## src/sv/motor_drive_output_supervisor_assert.svh

```systemverilog
// ----------------------------------------------------------------------------
// Assertion macros
// Concurrent assertion forms for the drive supervisor's arithmetic unit.
// ----------------------------------------------------------------------------
`ifndef MOTOR_DRIVE_OUTPUT_SUPERVISOR_ASSERT_SVH
`define MOTOR_DRIVE_OUTPUT_SUPERVISOR_ASSERT_SVH

// same-cycle implication
`define MDOS_ASSERT_IMPL(lbl, clk, rst_n, ante, cons) \
  lbl: assert property (@(posedge clk) disable iff (!(rst_n)) (ante) |-> (cons)) \
    else $error("mdos assertion failed");

// next-cycle implication
`define MDOS_ASSERT_NEXT(lbl, clk, rst_n, ante, cons) \
  lbl: assert property (@(posedge clk) disable iff (!(rst_n)) (ante) |=> (cons)) \
    else $error("mdos assertion failed");

`endif

```

## src/sv/mdos_pkg.sv

```systemverilog
// ----------------------------------------------------------------------------
// mdos_pkg
// Types, codes and constants of the motor drive output supervisor.
// ----------------------------------------------------------------------------
package mdos_pkg;

  localparam logic [1:0] FUNC_CMD  = 2'd0;
  localparam logic [1:0] FUNC_FB   = 2'd1;
  localparam logic [1:0] FUNC_TICK = 2'd2;

  localparam logic [2:0] REG_CURRENT_LIMIT   = 3'd0;
  localparam logic [2:0] REG_BUS_MOTOR       = 3'd1;
  localparam logic [2:0] REG_OVERTEMP_ENABLE = 3'd2;
  localparam logic [2:0] REG_CRITICAL_TEMP   = 3'd3;
  localparam logic [2:0] REG_CUTOFF_TEMP     = 3'd4;
  localparam logic [2:0] REG_MOTOR_ENABLE    = 3'd5;
  localparam logic [2:0] REG_LOST_LIMIT      = 3'd6;
  localparam logic [2:0] REG_STALE_LIMIT     = 3'd7;

  localparam logic [14:0] RST_CURRENT_LIMIT = 15'd16384;
  localparam logic [8:0]  RST_CRITICAL_TEMP = 9'd175;
  localparam logic [8:0]  RST_CUTOFF_TEMP   = 9'd200;
  localparam logic [7:0]  RST_LOST_LIMIT    = 8'd5;
  localparam logic [7:0]  RST_STALE_LIMIT   = 8'd100;

  localparam logic [15:0] SCALE_ONE = 16'd32768;
  localparam logic [7:0]  CNT_MAX   = 8'd255;
  localparam int          DIV_STEPS = 24;

  typedef struct packed {
    logic [14:0] current_limit;
    logic        bus_motor;
    logic        overtemp_enable;
    logic [8:0]  critical_temp;
    logic [8:0]  cutoff_temp;
    logic        motor_enable;
    logic [7:0]  lost_limit;
    logic [7:0]  stale_limit;
  } cfg_t;

  typedef struct packed {
    logic        start;
    logic [15:0] mag;
    logic [15:0] scale;
    logic [8:0]  kn;
    logic [8:0]  kd;
  } arith_req_t;

  typedef struct packed {
    logic        done;
    logic [15:0] quot;
  } arith_rsp_t;

  typedef struct packed {
    logic               fire;
    logic [1:0]         func;
    logic signed [15:0] applied;
    logic               send;
    logic               deforce;
  } commit_t;

  typedef struct packed {
    logic signed [15:0] applied;
    logic signed [15:0] drive_value;
    logic               lost;
    logic               stale;
  } wd_status_t;

endpackage

```

## src/sv/mdos_ifs.sv

```systemverilog
// ----------------------------------------------------------------------------
// mdos_in_if / mdos_out_if
// Valid/ready channels carrying drive items and drive results.
// ----------------------------------------------------------------------------
interface mdos_in_if;
  logic               valid;
  logic               ready;
  logic [1:0]         func;
  logic signed [15:0] current;
  logic signed [8:0]  temperature;
  logic [15:0]        power_scale;
  logic               send_flag;
  logic               deforce;

  modport source (output valid, func, current, temperature, power_scale, send_flag, deforce,
                  input ready);
  modport sink (input valid, func, current, temperature, power_scale, send_flag, deforce,
                output ready);
endinterface

interface mdos_out_if;
  logic               valid;
  logic               ready;
  logic signed [15:0] applied_current;
  logic signed [15:0] drive_value;
  logic               lost;
  logic               stale;

  modport source (output valid, applied_current, drive_value, lost, stale, input ready);
  modport sink (input valid, applied_current, drive_value, lost, stale, output ready);
endinterface

```

## src/sv/motor_drive_output_supervisor.sv

```systemverilog
// ----------------------------------------------------------------------------
// motor_drive_output_supervisor
// One motor channel's drive stage: clamp, thermal derating, power scaling,
// gating into the drive buffer, loss and refresh watchdogs.
//
//   port     | dir | handshake            | word
//   ---------+-----+----------------------+-----------------------------------
//   in_ch    | in  | valid / ready        | func, current, temperature, ...
//   out_ch   | out | valid / ready        | applied_current, drive_value, ...
//   p*       | i/o | APB, pready always 1 | 8 registers at byte address 4*i
//
// A command word's result goes through two passes of the shared multiplier,
// 24 steps of the restoring divider, the capture of the quotient, the commit
// and the output register. Feedback and tick words skip the arithmetic and
// go straight to the commit. One word is in flight at a time.
// A result waiting on out_ch holds the block after its work is done.
// Reset is synchronous; no clearing pass is needed.
// ----------------------------------------------------------------------------
module motor_drive_output_supervisor (
  input  logic              clk,
  input  logic              rst_n,
  mdos_in_if.sink           in_ch,
  mdos_out_if.source        out_ch,
  input  logic              psel,
  input  logic              penable,
  input  logic              pwrite,
  input  logic [4:0]        paddr,
  input  logic [31:0]       pwdata,
  output logic [31:0]       prdata,
  output logic              pready
);
  import mdos_pkg::*;

  localparam logic [1:0] ST_IDLE = 2'd0;
  localparam logic [1:0] ST_RUN  = 2'd1;
  localparam logic [1:0] ST_DONE = 2'd2;

  cfg_t       cfg;
  arith_req_t areq;
  arith_rsp_t arsp;
  commit_t    cmt;
  wd_status_t wst;

  logic [1:0]         state_r, state_nxt;
  logic [1:0]         func_r;
  logic               send_r;
  logic               deforce_r;
  logic               neg_r;
  logic signed [15:0] value_r;
  logic               out_valid_r;
  logic signed [15:0] out_applied_r;
  logic signed [15:0] out_drive_r;
  logic               out_lost_r;
  logic               out_stale_r;

  logic               accept;
  logic               commit;
  logic signed [15:0] lim;
  logic signed [15:0] nlim;
  logic signed [15:0] cclamp;
  logic [15:0]        mag;
  logic signed [11:0] t2;
  logic signed [11:0] cut12;
  logic signed [11:0] crit12;
  logic signed [11:0] kn12;
  logic [8:0]         kd;
  logic [8:0]         kn;
  logic [15:0]        scale;

  mdos_regs u_regs (
    .clk     (clk),
    .rst_n   (rst_n),
    .psel    (psel),
    .penable (penable),
    .pwrite  (pwrite),
    .paddr   (paddr),
    .pwdata  (pwdata),
    .prdata  (prdata),
    .pready  (pready),
    .cfg     (cfg)
  );

  assign in_ch.ready = (state_r == ST_IDLE);
  assign accept      = in_ch.valid && in_ch.ready;
  assign commit      = (state_r == ST_DONE) && (!out_valid_r || out_ch.ready);

  // clamp
  assign lim  = signed'({1'b0, cfg.current_limit});
  assign nlim = -lim;
  always_comb begin
    cclamp = in_ch.current;
    if (cfg.bus_motor) begin
      if (in_ch.current > lim) begin
        cclamp = lim;
      end else if (in_ch.current < nlim) begin
        cclamp = nlim;
      end
    end
  end
  assign mag = cclamp[15] ? 16'(-cclamp) : cclamp;

  // derating factor kn / kd
  assign t2     = {{2{in_ch.temperature[8]}}, in_ch.temperature, 1'b0};
  assign cut12  = signed'({3'd0, cfg.cutoff_temp});
  assign crit12 = signed'({3'd0, cfg.critical_temp});
  assign kn12   = cut12 - t2;
  always_comb begin
    kn = 9'd1;
    kd = 9'd1;
    if (cfg.overtemp_enable) begin
      if (cfg.cutoff_temp > cfg.critical_temp) begin
        kd = cfg.cutoff_temp - cfg.critical_temp;
        if (kn12 < 12'sd0) begin
          kn = 9'd0;
        end else if (kn12 > signed'({3'd0, kd})) begin
          kn = kd;
        end else begin
          kn = kn12[8:0];
        end
      end else begin
        kn = (t2 < crit12) ? 9'd1 : 9'd0;
      end
    end
  end

  assign scale = (in_ch.power_scale > SCALE_ONE) ? SCALE_ONE : in_ch.power_scale;

  assign areq.start = accept && (in_ch.func == FUNC_CMD);
  assign areq.mag   = mag;
  assign areq.scale = scale;
  assign areq.kn    = kn;
  assign areq.kd    = kd;

  mdos_arith u_arith (
    .clk   (clk),
    .rst_n (rst_n),
    .req   (areq),
    .rsp   (arsp)
  );

  assign cmt.fire    = commit;
  assign cmt.func    = func_r;
  assign cmt.applied = value_r;
  assign cmt.send    = send_r;
  assign cmt.deforce = deforce_r;

  mdos_wdog u_wdog (
    .clk        (clk),
    .rst_n      (rst_n),
    .cfg        (cfg),
    .cmt        (cmt),
    .status_nxt (wst)
  );

  always_comb begin
    state_nxt = state_r;
    case (state_r)
      ST_IDLE: begin
        if (accept) begin
          state_nxt = (in_ch.func == FUNC_CMD) ? ST_RUN : ST_DONE;
        end
      end
      ST_RUN: begin
        if (arsp.done) begin
          state_nxt = ST_DONE;
        end
      end
      ST_DONE: begin
        if (commit) begin
          state_nxt = ST_IDLE;
        end
      end
      default: begin
        state_nxt = ST_IDLE;
      end
    endcase
  end

  always_ff @(posedge clk) begin
    if (!rst_n) begin
      state_r     <= ST_IDLE;
      out_valid_r <= 1'b0;
    end else begin
      state_r <= state_nxt;
      if (commit) begin
        out_valid_r <= 1'b1;
      end else if (out_ch.ready) begin
        out_valid_r <= 1'b0;
      end
    end
  end

  always_ff @(posedge clk) begin
    if (accept) begin
      func_r    <= in_ch.func;
      send_r    <= in_ch.send_flag;
      deforce_r <= in_ch.deforce;
      neg_r     <= cclamp[15];
    end
    if (state_r == ST_RUN && arsp.done) begin
      value_r <= neg_r ? 16'(-arsp.quot) : arsp.quot;
    end
    if (commit) begin
      out_applied_r <= wst.applied;
      out_drive_r   <= wst.drive_value;
      out_lost_r    <= wst.lost;
      out_stale_r   <= wst.stale;
    end
  end

  assign out_ch.valid           = out_valid_r;
  assign out_ch.applied_current = out_applied_r;
  assign out_ch.drive_value     = out_drive_r;
  assign out_ch.lost            = out_lost_r;
  assign out_ch.stale           = out_stale_r;

endmodule

```

## src/sv/mdos_regs.sv

```systemverilog
// ----------------------------------------------------------------------------
// mdos_regs
// APB-style configuration register file, one register per word address.
// ----------------------------------------------------------------------------
module mdos_regs (
  input  logic             clk,
  input  logic             rst_n,
  input  logic             psel,
  input  logic             penable,
  input  logic             pwrite,
  input  logic [4:0]       paddr,
  input  logic [31:0]      pwdata,
  output logic [31:0]      prdata,
  output logic             pready,
  output mdos_pkg::cfg_t   cfg
);
  import mdos_pkg::*;

  cfg_t       cfg_r;
  logic       wr_en;
  logic [2:0] idx;

  assign pready = 1'b1;
  assign wr_en  = psel && penable && pwrite;
  assign idx    = paddr[4:2];
  assign cfg    = cfg_r;

  always_ff @(posedge clk) begin
    if (!rst_n) begin
      cfg_r.current_limit   <= RST_CURRENT_LIMIT;
      cfg_r.bus_motor       <= 1'b1;
      cfg_r.overtemp_enable <= 1'b1;
      cfg_r.critical_temp   <= RST_CRITICAL_TEMP;
      cfg_r.cutoff_temp     <= RST_CUTOFF_TEMP;
      cfg_r.motor_enable    <= 1'b1;
      cfg_r.lost_limit      <= RST_LOST_LIMIT;
      cfg_r.stale_limit     <= RST_STALE_LIMIT;
    end else if (wr_en) begin
      case (idx)
        REG_CURRENT_LIMIT:   cfg_r.current_limit   <= pwdata[14:0];
        REG_BUS_MOTOR:       cfg_r.bus_motor       <= pwdata[0];
        REG_OVERTEMP_ENABLE: cfg_r.overtemp_enable <= pwdata[0];
        REG_CRITICAL_TEMP:   cfg_r.critical_temp   <= pwdata[8:0];
        REG_CUTOFF_TEMP:     cfg_r.cutoff_temp     <= pwdata[8:0];
        REG_MOTOR_ENABLE:    cfg_r.motor_enable    <= pwdata[0];
        REG_LOST_LIMIT:      cfg_r.lost_limit      <= pwdata[7:0];
        REG_STALE_LIMIT:     cfg_r.stale_limit     <= pwdata[7:0];
        default: ;
      endcase
    end
  end

  always_comb begin
    case (idx)
      REG_CURRENT_LIMIT:   prdata = {17'd0, cfg_r.current_limit};
      REG_BUS_MOTOR:       prdata = {31'd0, cfg_r.bus_motor};
      REG_OVERTEMP_ENABLE: prdata = {31'd0, cfg_r.overtemp_enable};
      REG_CRITICAL_TEMP:   prdata = {23'd0, cfg_r.critical_temp};
      REG_CUTOFF_TEMP:     prdata = {23'd0, cfg_r.cutoff_temp};
      REG_MOTOR_ENABLE:    prdata = {31'd0, cfg_r.motor_enable};
      REG_LOST_LIMIT:      prdata = {24'd0, cfg_r.lost_limit};
      REG_STALE_LIMIT:     prdata = {24'd0, cfg_r.stale_limit};
      default:             prdata = 32'd0;
    endcase
  end

endmodule

```

## src/sv/mdos_arith.sv

```systemverilog
// ----------------------------------------------------------------------------
// mdos_arith
// Shared multiply / restoring-divide unit: (mag * scale * kn >> 15) / kd.
// ----------------------------------------------------------------------------
module mdos_arith (
  input  logic                 clk,
  input  logic                 rst_n,
  input  mdos_pkg::arith_req_t req,
  output mdos_pkg::arith_rsp_t rsp
);
  import mdos_pkg::*;

  `include "motor_drive_output_supervisor_assert.svh"

  localparam logic [2:0] PH_IDLE = 3'd0;
  localparam logic [2:0] PH_MUL1 = 3'd1;
  localparam logic [2:0] PH_MUL2 = 3'd2;
  localparam logic [2:0] PH_DIV  = 3'd3;
  localparam logic [2:0] PH_FIN  = 3'd4;

  localparam logic [4:0] LAST_STEP = 5'(DIV_STEPS - 1);

  logic [2:0]  phase_r, phase_nxt;
  logic [4:0]  cnt_r, cnt_nxt;
  logic [30:0] acc_r, acc_nxt;
  logic [8:0]  rem_r, rem_nxt;
  logic [15:0] scale_r;
  logic [8:0]  kn_r;
  logic [8:0]  kd_r;

  logic [15:0] mul_b;
  logic [46:0] mul_full;
  logic [9:0]  rem_sh;
  logic [9:0]  rem_diff;
  logic        ge;

  assign mul_b    = (phase_r == PH_MUL1) ? scale_r : {7'd0, kn_r};
  assign mul_full = {16'd0, acc_r} * {31'd0, mul_b};
  assign rem_sh   = {rem_r, acc_r[23]};
  assign ge       = rem_sh >= {1'b0, kd_r};
  assign rem_diff = rem_sh - {1'b0, kd_r};

  always_comb begin
    phase_nxt = phase_r;
    cnt_nxt   = cnt_r;
    acc_nxt   = acc_r;
    rem_nxt   = rem_r;
    case (phase_r)
      PH_IDLE: begin
        if (req.start) begin
          acc_nxt   = {15'd0, req.mag};
          phase_nxt = PH_MUL1;
        end
      end
      PH_MUL1: begin
        acc_nxt   = mul_full[30:0];
        phase_nxt = PH_MUL2;
      end
      PH_MUL2: begin
        acc_nxt   = {7'd0, mul_full[38:15]};
        rem_nxt   = 9'd0;
        cnt_nxt   = 5'd0;
        phase_nxt = PH_DIV;
      end
      PH_DIV: begin
        acc_nxt = {7'd0, acc_r[22:0], ge};
        rem_nxt = ge ? rem_diff[8:0] : rem_sh[8:0];
        cnt_nxt = cnt_r + 5'd1;
        if (cnt_r == LAST_STEP) begin
          phase_nxt = PH_FIN;
        end
      end
      PH_FIN: begin
        phase_nxt = PH_IDLE;
      end
      default: begin
        phase_nxt = PH_IDLE;
      end
    endcase
  end

  always_ff @(posedge clk) begin
    if (!rst_n) begin
      phase_r <= PH_IDLE;
      cnt_r   <= 5'd0;
    end else begin
      phase_r <= phase_nxt;
      cnt_r   <= cnt_nxt;
    end
  end

  always_ff @(posedge clk) begin
    acc_r <= acc_nxt;
    rem_r <= rem_nxt;
    if (phase_r == PH_IDLE && req.start) begin
      scale_r <= req.scale;
      kn_r    <= req.kn;
      kd_r    <= req.kd;
    end
  end

  assign rsp.done = (phase_r == PH_FIN);
  assign rsp.quot = acc_r[15:0];

  `MDOS_ASSERT_IMPL(a_start_idle, clk, rst_n, req.start, phase_r == PH_IDLE)
  `MDOS_ASSERT_IMPL(a_quot_fits, clk, rst_n, rsp.done, acc_r[23:16] == 8'd0)
  `MDOS_ASSERT_IMPL(a_rem_below, clk, rst_n, phase_r == PH_DIV, rem_r < kd_r)
  `MDOS_ASSERT_NEXT(a_div_len, clk, rst_n, phase_r == PH_MUL2,
                    phase_r == PH_DIV && cnt_r == 5'd0)

endmodule

```

## src/sv/mdos_wdog.sv

```systemverilog
// ----------------------------------------------------------------------------
// mdos_wdog
// Drive buffer, loss and refresh watchdogs; gating of the command result.
// ----------------------------------------------------------------------------
module mdos_wdog (
  input  logic                 clk,
  input  logic                 rst_n,
  input  mdos_pkg::cfg_t       cfg,
  input  mdos_pkg::commit_t    cmt,
  output mdos_pkg::wd_status_t status_nxt
);
  import mdos_pkg::*;

  logic signed [15:0] drive_r, drive_nxt;
  logic [7:0]         lost_cnt_r, lost_cnt_nxt;
  logic               lost_r, lost_nxt;
  logic [7:0]         refresh_cnt_r, refresh_cnt_nxt;
  logic               stale_r, stale_nxt;
  logic signed [15:0] applied;
  logic               active;

  assign active = cfg.motor_enable && cfg.bus_motor;

  always_comb begin
    drive_nxt       = drive_r;
    lost_cnt_nxt    = lost_cnt_r;
    lost_nxt        = lost_r;
    refresh_cnt_nxt = refresh_cnt_r;
    stale_nxt       = stale_r;
    applied         = 16'sd0;
    case (cmt.func)
      FUNC_CMD: begin
        applied = cmt.applied;
        if (cmt.send && active) begin
          if (lost_r || cmt.deforce) begin
            applied = 16'sd0;
          end
          drive_nxt       = applied;
          refresh_cnt_nxt = 8'd0;
          stale_nxt       = 1'b0;
        end
      end
      FUNC_FB: begin
        lost_cnt_nxt = 8'd0;
        lost_nxt     = 1'b0;
      end
      FUNC_TICK: begin
        if (active) begin
          if (lost_cnt_r > cfg.lost_limit) begin
            lost_nxt  = 1'b1;
            drive_nxt = 16'sd0;
          end else begin
            if (lost_cnt_r < CNT_MAX) begin
              lost_cnt_nxt = lost_cnt_r + 8'd1;
            end
            if (refresh_cnt_r > cfg.stale_limit) begin
              stale_nxt = 1'b1;
              drive_nxt = 16'sd0;
            end else if (cmt.deforce) begin
              drive_nxt = 16'sd0;
            end else if (refresh_cnt_r < CNT_MAX) begin
              refresh_cnt_nxt = refresh_cnt_r + 8'd1;
            end
          end
        end
      end
      default: ;
    endcase
  end

  always_ff @(posedge clk) begin
    if (!rst_n) begin
      drive_r       <= 16'sd0;
      lost_cnt_r    <= 8'd0;
      lost_r        <= 1'b1;
      refresh_cnt_r <= 8'd0;
      stale_r       <= 1'b0;
    end else if (cmt.fire) begin
      drive_r       <= drive_nxt;
      lost_cnt_r    <= lost_cnt_nxt;
      lost_r        <= lost_nxt;
      refresh_cnt_r <= refresh_cnt_nxt;
      stale_r       <= stale_nxt;
    end
  end

  assign status_nxt.applied     = applied;
  assign status_nxt.drive_value = drive_nxt;
  assign status_nxt.lost        = lost_nxt;
  assign status_nxt.stale       = stale_nxt;

endmodule
```

## src/flat_wrapper.sv

```systemverilog
// flat-port wrapper written by rule: the top's interface ports become plain ports
module motor_drive_output_supervisor_flat import mdos_pkg::*;
  (clk, rst_n, psel, penable, pwrite, paddr, pwdata, prdata, pready, in_ch_valid, in_ch_func, in_ch_current, in_ch_temperature, in_ch_power_scale, in_ch_send_flag, in_ch_deforce, in_ch_ready, out_ch_valid, out_ch_applied_current, out_ch_drive_value, out_ch_lost, out_ch_stale, out_ch_ready);
  mdos_in_if in_ch_i ();
  mdos_out_if out_ch_i ();
  input  logic clk;
  input  logic rst_n;
  input  logic psel;
  input  logic penable;
  input  logic pwrite;
  input  logic [4:0] paddr;
  input  logic [31:0] pwdata;
  output logic [31:0] prdata;
  output logic pready;
  input wire logic [$bits(in_ch_i.valid)-1:0] in_ch_valid;
  input wire logic [$bits(in_ch_i.func)-1:0] in_ch_func;
  input wire logic [$bits(in_ch_i.current)-1:0] in_ch_current;
  input wire logic [$bits(in_ch_i.temperature)-1:0] in_ch_temperature;
  input wire logic [$bits(in_ch_i.power_scale)-1:0] in_ch_power_scale;
  input wire logic [$bits(in_ch_i.send_flag)-1:0] in_ch_send_flag;
  input wire logic [$bits(in_ch_i.deforce)-1:0] in_ch_deforce;
  output wire logic [$bits(in_ch_i.ready)-1:0] in_ch_ready;
  output wire logic [$bits(out_ch_i.valid)-1:0] out_ch_valid;
  output wire logic [$bits(out_ch_i.applied_current)-1:0] out_ch_applied_current;
  output wire logic [$bits(out_ch_i.drive_value)-1:0] out_ch_drive_value;
  output wire logic [$bits(out_ch_i.lost)-1:0] out_ch_lost;
  output wire logic [$bits(out_ch_i.stale)-1:0] out_ch_stale;
  input wire logic [$bits(out_ch_i.ready)-1:0] out_ch_ready;
  assign in_ch_i.valid = in_ch_valid;
  assign in_ch_i.func = in_ch_func;
  assign in_ch_i.current = in_ch_current;
  assign in_ch_i.temperature = in_ch_temperature;
  assign in_ch_i.power_scale = in_ch_power_scale;
  assign in_ch_i.send_flag = in_ch_send_flag;
  assign in_ch_i.deforce = in_ch_deforce;
  assign in_ch_ready = in_ch_i.ready;
  assign out_ch_valid = out_ch_i.valid;
  assign out_ch_applied_current = out_ch_i.applied_current;
  assign out_ch_drive_value = out_ch_i.drive_value;
  assign out_ch_lost = out_ch_i.lost;
  assign out_ch_stale = out_ch_i.stale;
  assign out_ch_i.ready = out_ch_ready;
  motor_drive_output_supervisor u_core (.clk(clk), .rst_n(rst_n), .in_ch(in_ch_i), .out_ch(out_ch_i), .psel(psel), .penable(penable), .pwrite(pwrite), .paddr(paddr), .pwdata(pwdata), .prdata(prdata), .pready(pready));
endmodule
```

## config.mk

```make
export PLATFORM = sky130hd
export DESIGN_NAME = motor_drive_output_supervisor_flat
export DESIGN_NICKNAME = d
export VERILOG_FILES = /design/src/sv/mdos_pkg.sv /design/src/sv/mdos_ifs.sv /design/src/sv/motor_drive_output_supervisor.sv /design/src/sv/mdos_regs.sv /design/src/sv/mdos_arith.sv /design/src/sv/mdos_wdog.sv /design/src/flat_wrapper.sv
export VERILOG_INCLUDE_DIRS = /design/src /design/src/sv
export SDC_FILE = /design/constraint.sdc
export NUM_CORES = 2
export LEC_CHECK = 0
export ABC_AREA = 1
export BUFFER_PORTS_ARGS = -buffer_cell sky130_fd_sc_hd__buf_4
export CAP_MARGIN = 15
export CORE_ASPECT_RATIO = 2
export CORE_UTILIZATION = 69
export CTS_CLUSTER_DIAMETER = 40
export DETAILED_ROUTE_END_ITERATION = 10
export MAX_ROUTING_LAYER = met4
export PLACE_DENSITY = 0.89
export SETUP_SLACK_MARGIN = 0.2
export SLEW_MARGIN = 20
export SYNTH_ARGS = -nofsm -noshare
export SYNTH_HDL_FRONTEND = slang
export SYNTH_SLANG_ARGS = --single-unit
```

## constraint.sdc

```tcl
create_clock -name clk -period 16.5 [get_ports clk]
set_clock_uncertainty 0.15 [all_clocks]
set_input_delay 4.125 -clock clk [delete_from_list [all_inputs] [get_ports clk]]
set_output_delay 4.125 -clock clk [all_outputs]
set_load 0.03 [all_outputs]
```

==> results.sh <==
export IMPL_timing_fmax_ghz=0.101
export IMPL_synth_common_cells="sky130_fd_sc_hd__inv_1, sky130_fd_sc_hd__nand2_1, sky130_fd_sc_hd__nor2_1"
export IMPL_track_usage=0.462
export IMPL_cp_cell_sequence="buf_4 > nor2_1 > inv_1 > nor2_1 > inv_1 > o221ai_1 > buf_4"
export IMPL_synth_enable_flop_cells=129
export IMPL_grt_pass1_vias=26516
export IMPL_last_weighted_congestion_value_of_the_routability_driven_placer=1.07
export IMPL_seq_area_frac_synth=0.206
export IMPL_final_util=0.754
export IMPL_drt_iter0_markers=1815
export IMPL_drc_errors=0
export IMPL_post_cts_resize_count=0
export IMPL_routed_wl_met2_um=45000
export IMPL_clkSinkCount=226
export IMPL_coreArea_um2=40200
export IMPL_grt_start_max_net_pins=55
export IMPL_met1Wirelength_um=26500
export IMPL_cap_viol_max_count=0
export IMPL_floorplan_io_pins=158
export IMPL_final_nets=4281
export IMPL_core_rowCount=104
export IMPL_vias=25095
export IMPL_synthMostInstantiatedCell="sky130_fd_sc_hd__inv_1"
export IMPL_layout_drive_gt1_share=0.0738
export IMPL_synthDominantAreaCellType="sky130_fd_sc_hd__fa_1"
export IMPL_cts_root_to_sink_buffers=3
export IMPL_dpl_instance_area_um2=29500
export IMPL_synthArstFlopShare=0
export IMPL_met3_length_um=7420
export IMPL_vias_per_cell=6.01
export IMPL_final_hold_worst_slack_ns=0.327
export IMPL_crit_buf_inv=4
export IMPL_cts_setup_buffers=0
export IMPL_htreeDepth=1
export IMPL_setup_viol=0
export IMPL_post_synth_top_area_fraction=0.270
export IMPL_hold_class="reg -> reg"
export IMPL_synth_top_cells_by_area="sky130_fd_sc_hd__fa_1, sky130_fd_sc_hd__edfxtp_1, sky130_fd_sc_hd__inv_1, sky130_fd_sc_hd__nand2_1, sky130_fd_sc_hd__ha_1"
export IMPL_cp_max_fo=9
export IMPL_final_min_clock_period_ns=9.94
export IMPL_clk_pin_slew_ns=0.07
export IMPL_die_height_um=288
export IMPL_cp_data_required_time_ns=12.23
export IMPL_post_route_ant_nets=0
export IMPL_clk_insertion_delay_late_ns=0.53
export IMPL_slew_headroom=0.300
export IMPL_place_detailed_hpwl_um=71000
export IMPL_ctsRootBufferMaster="sky130_fd_sc_hd__clkbuf_16"
export IMPL_run_status="completed"
export IMPL_stdcell_area_um2=30300
export IMPL_worst_slew_pin_transition_ns=1.04
export IMPL_critPathTopFamily="buffers and inverters"
export IMPL_route_detailed_wl_per_inst_um=21.7
export IMPL_final_max_slew_violation_count=0
export IMPL_setup_worst_path_start_class="primary input"
export IMPL_grt_first_pass_wirelength_um=141000
export IMPL_yosysUniqueCellTypes=61
export IMPL_worstPathArrival_ns=5.66
export IMPL_detailed_routing_iteration_count_for_the_pre_antenna_repair_pass=6
export IMPL_number_of_antenna_violations_at_the_first_check_in_global_routing=3
export IMPL_unrepaired_setup_endpoints_after_global_routing="false"
export IMPL_final_hold_violation_count=0
export IMPL_floorplan_initialDensity=0.701
export IMPL_synth_avg_cell_area_um2=7.91
export IMPL_yosys_most_used_dff="sky130_fd_sc_hd__edfxtp_1"
export IMPL_critical_path_max_stage_delay_ns=0.45
export IMPL_yosys_register_bits=226
export IMPL_setup_tns_ns=0
export IMPL_maxUsedRoutingLayer="met4"
export IMPL_design_die_area_um2=41700
export IMPL_tritoncts_clock_tree="yes"
export IMPL_netlist_instances=3567
export IMPL_slowest_stage="sky130_fd_sc_hd__nor2_1"
export IMPL_cts_hold_buf=0
export IMPL_period_share=0.602
export IMPL_drt_wl_total_um=90700
export IMPL_setup_worst_path_class="in -> out"
export IMPL_end_kind="output port"
export IMPL_syn_cell_area_um2=28200
export IMPL_cts_made_buffers=22
export IMPL_global_route_total_overflow=0
export IMPL_areaGrowthSynthToFinish_pct=7.42
export IMPL_yosys_warnings=0
export IMPL_die_width_um=145
export IMPL_placement_io_buffers=120
-- final timing paths --
kind | depth (start not counted) | startpoint | slack, ns | end
worst max-delay path | 7 | paddr[2] | 6.56 | prdata[8]
worst min-delay path | 1 | u_core.u_arith.cnt_r[3]$_SDFFE_PN0P_ | 0.33 | u_core.u_arith.cnt_r[3]$_SDFFE_PN0P_
worst max register to register | 28 | u_core.u_arith.phase_r[2]$_SDFFE_PN0P_ | 7.59 | u_core.u_arith.acc_r[2]$_DFFE_PP_
worst min register to register | 1 | u_core.u_arith.cnt_r[3]$_SDFFE_PN0P_ | 0.33 | u_core.u_arith.cnt_r[3]$_SDFFE_PN0P_
-- flip-flops by register name (all words and copies together) (netlist names), 3 cells and up --
| name | flops |
|---|---|
| u_core.u_arith.acc_r | 31 |
| u_core.out_ch.applied_current | 16 |
| u_core.u_arith.kd_r | 9 |
| u_core.u_arith.rem_r | 9 |
| u_core.u_wdog.lost_cnt_r | 8 |
| u_core.out_ch.drive_value | 16 |
| u_core.u_wdog.drive_r | 16 |
| u_core.u_wdog.refresh_cnt_r | 8 |
| u_core.u_arith.cnt_r | 5 |
| u_core.value_r | 16 |
| u_core.u_regs.cfg | 52 |
| u_core.u_arith.scale_r | 16 |
| u_core.u_arith.kn_r | 9 |
| u_core.u_arith.phase_r | 3 |
-- layout by cell type, fill, tap and decap left out, types with 12 or more instances in the layout --
master,netlist,layout
sky130_fd_sc_hd__nand4_1,24,24
sky130_fd_sc_hd__a21oi_1,181,181
sky130_fd_sc_hd__nand3_1,118,118
sky130_fd_sc_hd__o22ai_1,12,12
sky130_fd_sc_hd__nand2_1,670,670
sky130_fd_sc_hd__o21ai_1,13,15
sky130_fd_sc_hd__dfxtp_1,97,97
sky130_fd_sc_hd__or2_2,16,16
sky130_fd_sc_hd__clkbuf_16,0,22
sky130_fd_sc_hd__conb_1,2,18
sky130_fd_sc_hd__a32oi_1,18,18
sky130_fd_sc_hd__nand2_2,16,16
sky130_fd_sc_hd__inv_1,748,748
sky130_fd_sc_hd__o21bai_1,15,15
sky130_fd_sc_hd__o21ai_0,150,146
sky130_fd_sc_hd__ha_1,181,181
sky130_fd_sc_hd__edfxtp_1,129,129
sky130_fd_sc_hd__o211ai_1,26,26
sky130_fd_sc_hd__xor2_1,57,57
sky130_fd_sc_hd__xnor2_1,28,28
sky130_fd_sc_hd__clkinv_1,17,20
sky130_fd_sc_hd__nor2_1,384,383
sky130_fd_sc_hd__buf_4,20,160
sky130_fd_sc_hd__fa_1,381,381
sky130_fd_sc_hd__nor3_1,31,30
-- metal layers --
metal | vias to the layer above | track usage
met1 | 11757 | 0.416
met5 | - | -
met4 | 0 | 0.490
li1 | 11121 | -
met3 | 691 | 0.0878
met2 | 1526 | 0.786
-- logic make-up (layout without fill, tap and decap cells) --
| group | Yosys count | after routing | share of synthesized area |
|---|---|---|---|
| xor+xnor | 87 | 87 | 0.0275 |
| fa+ha+maj | 562 | 562 | 0.351 |
| other cells | 2 | 22 | 0.000266 |
| flops | 226 | 226 | 0.206 |
| compound gates | 476 | 476 | 0.0973 |
| simple gates | 1304 | 1304 | 0.193 |
| buf+inv | 910 | 972 | 0.125 |
-- stage by stage --
stage	std cells	setup WS (ns)
after global placement	4135	6.60
after floorplan	3583	6.90
after detailed placement	4135	6.58
after global routing	4178	6.40
after CTS	4174	6.58
final	4179	6.56
-- layout make-up --
class	instances	area, um^2
diodes	4	10.0
clock buffers	26	566
clock inverters	13	158
fillers	2991	9910
inverters	772	2900
multi-input cells	2447	19000
flip-flops and latches	226	5820
well taps	530	663
repair buffers	161	1230
Power is not shown: default switching activity piles up to over one toggle a cycle in this logic, so the estimate is an artifact.
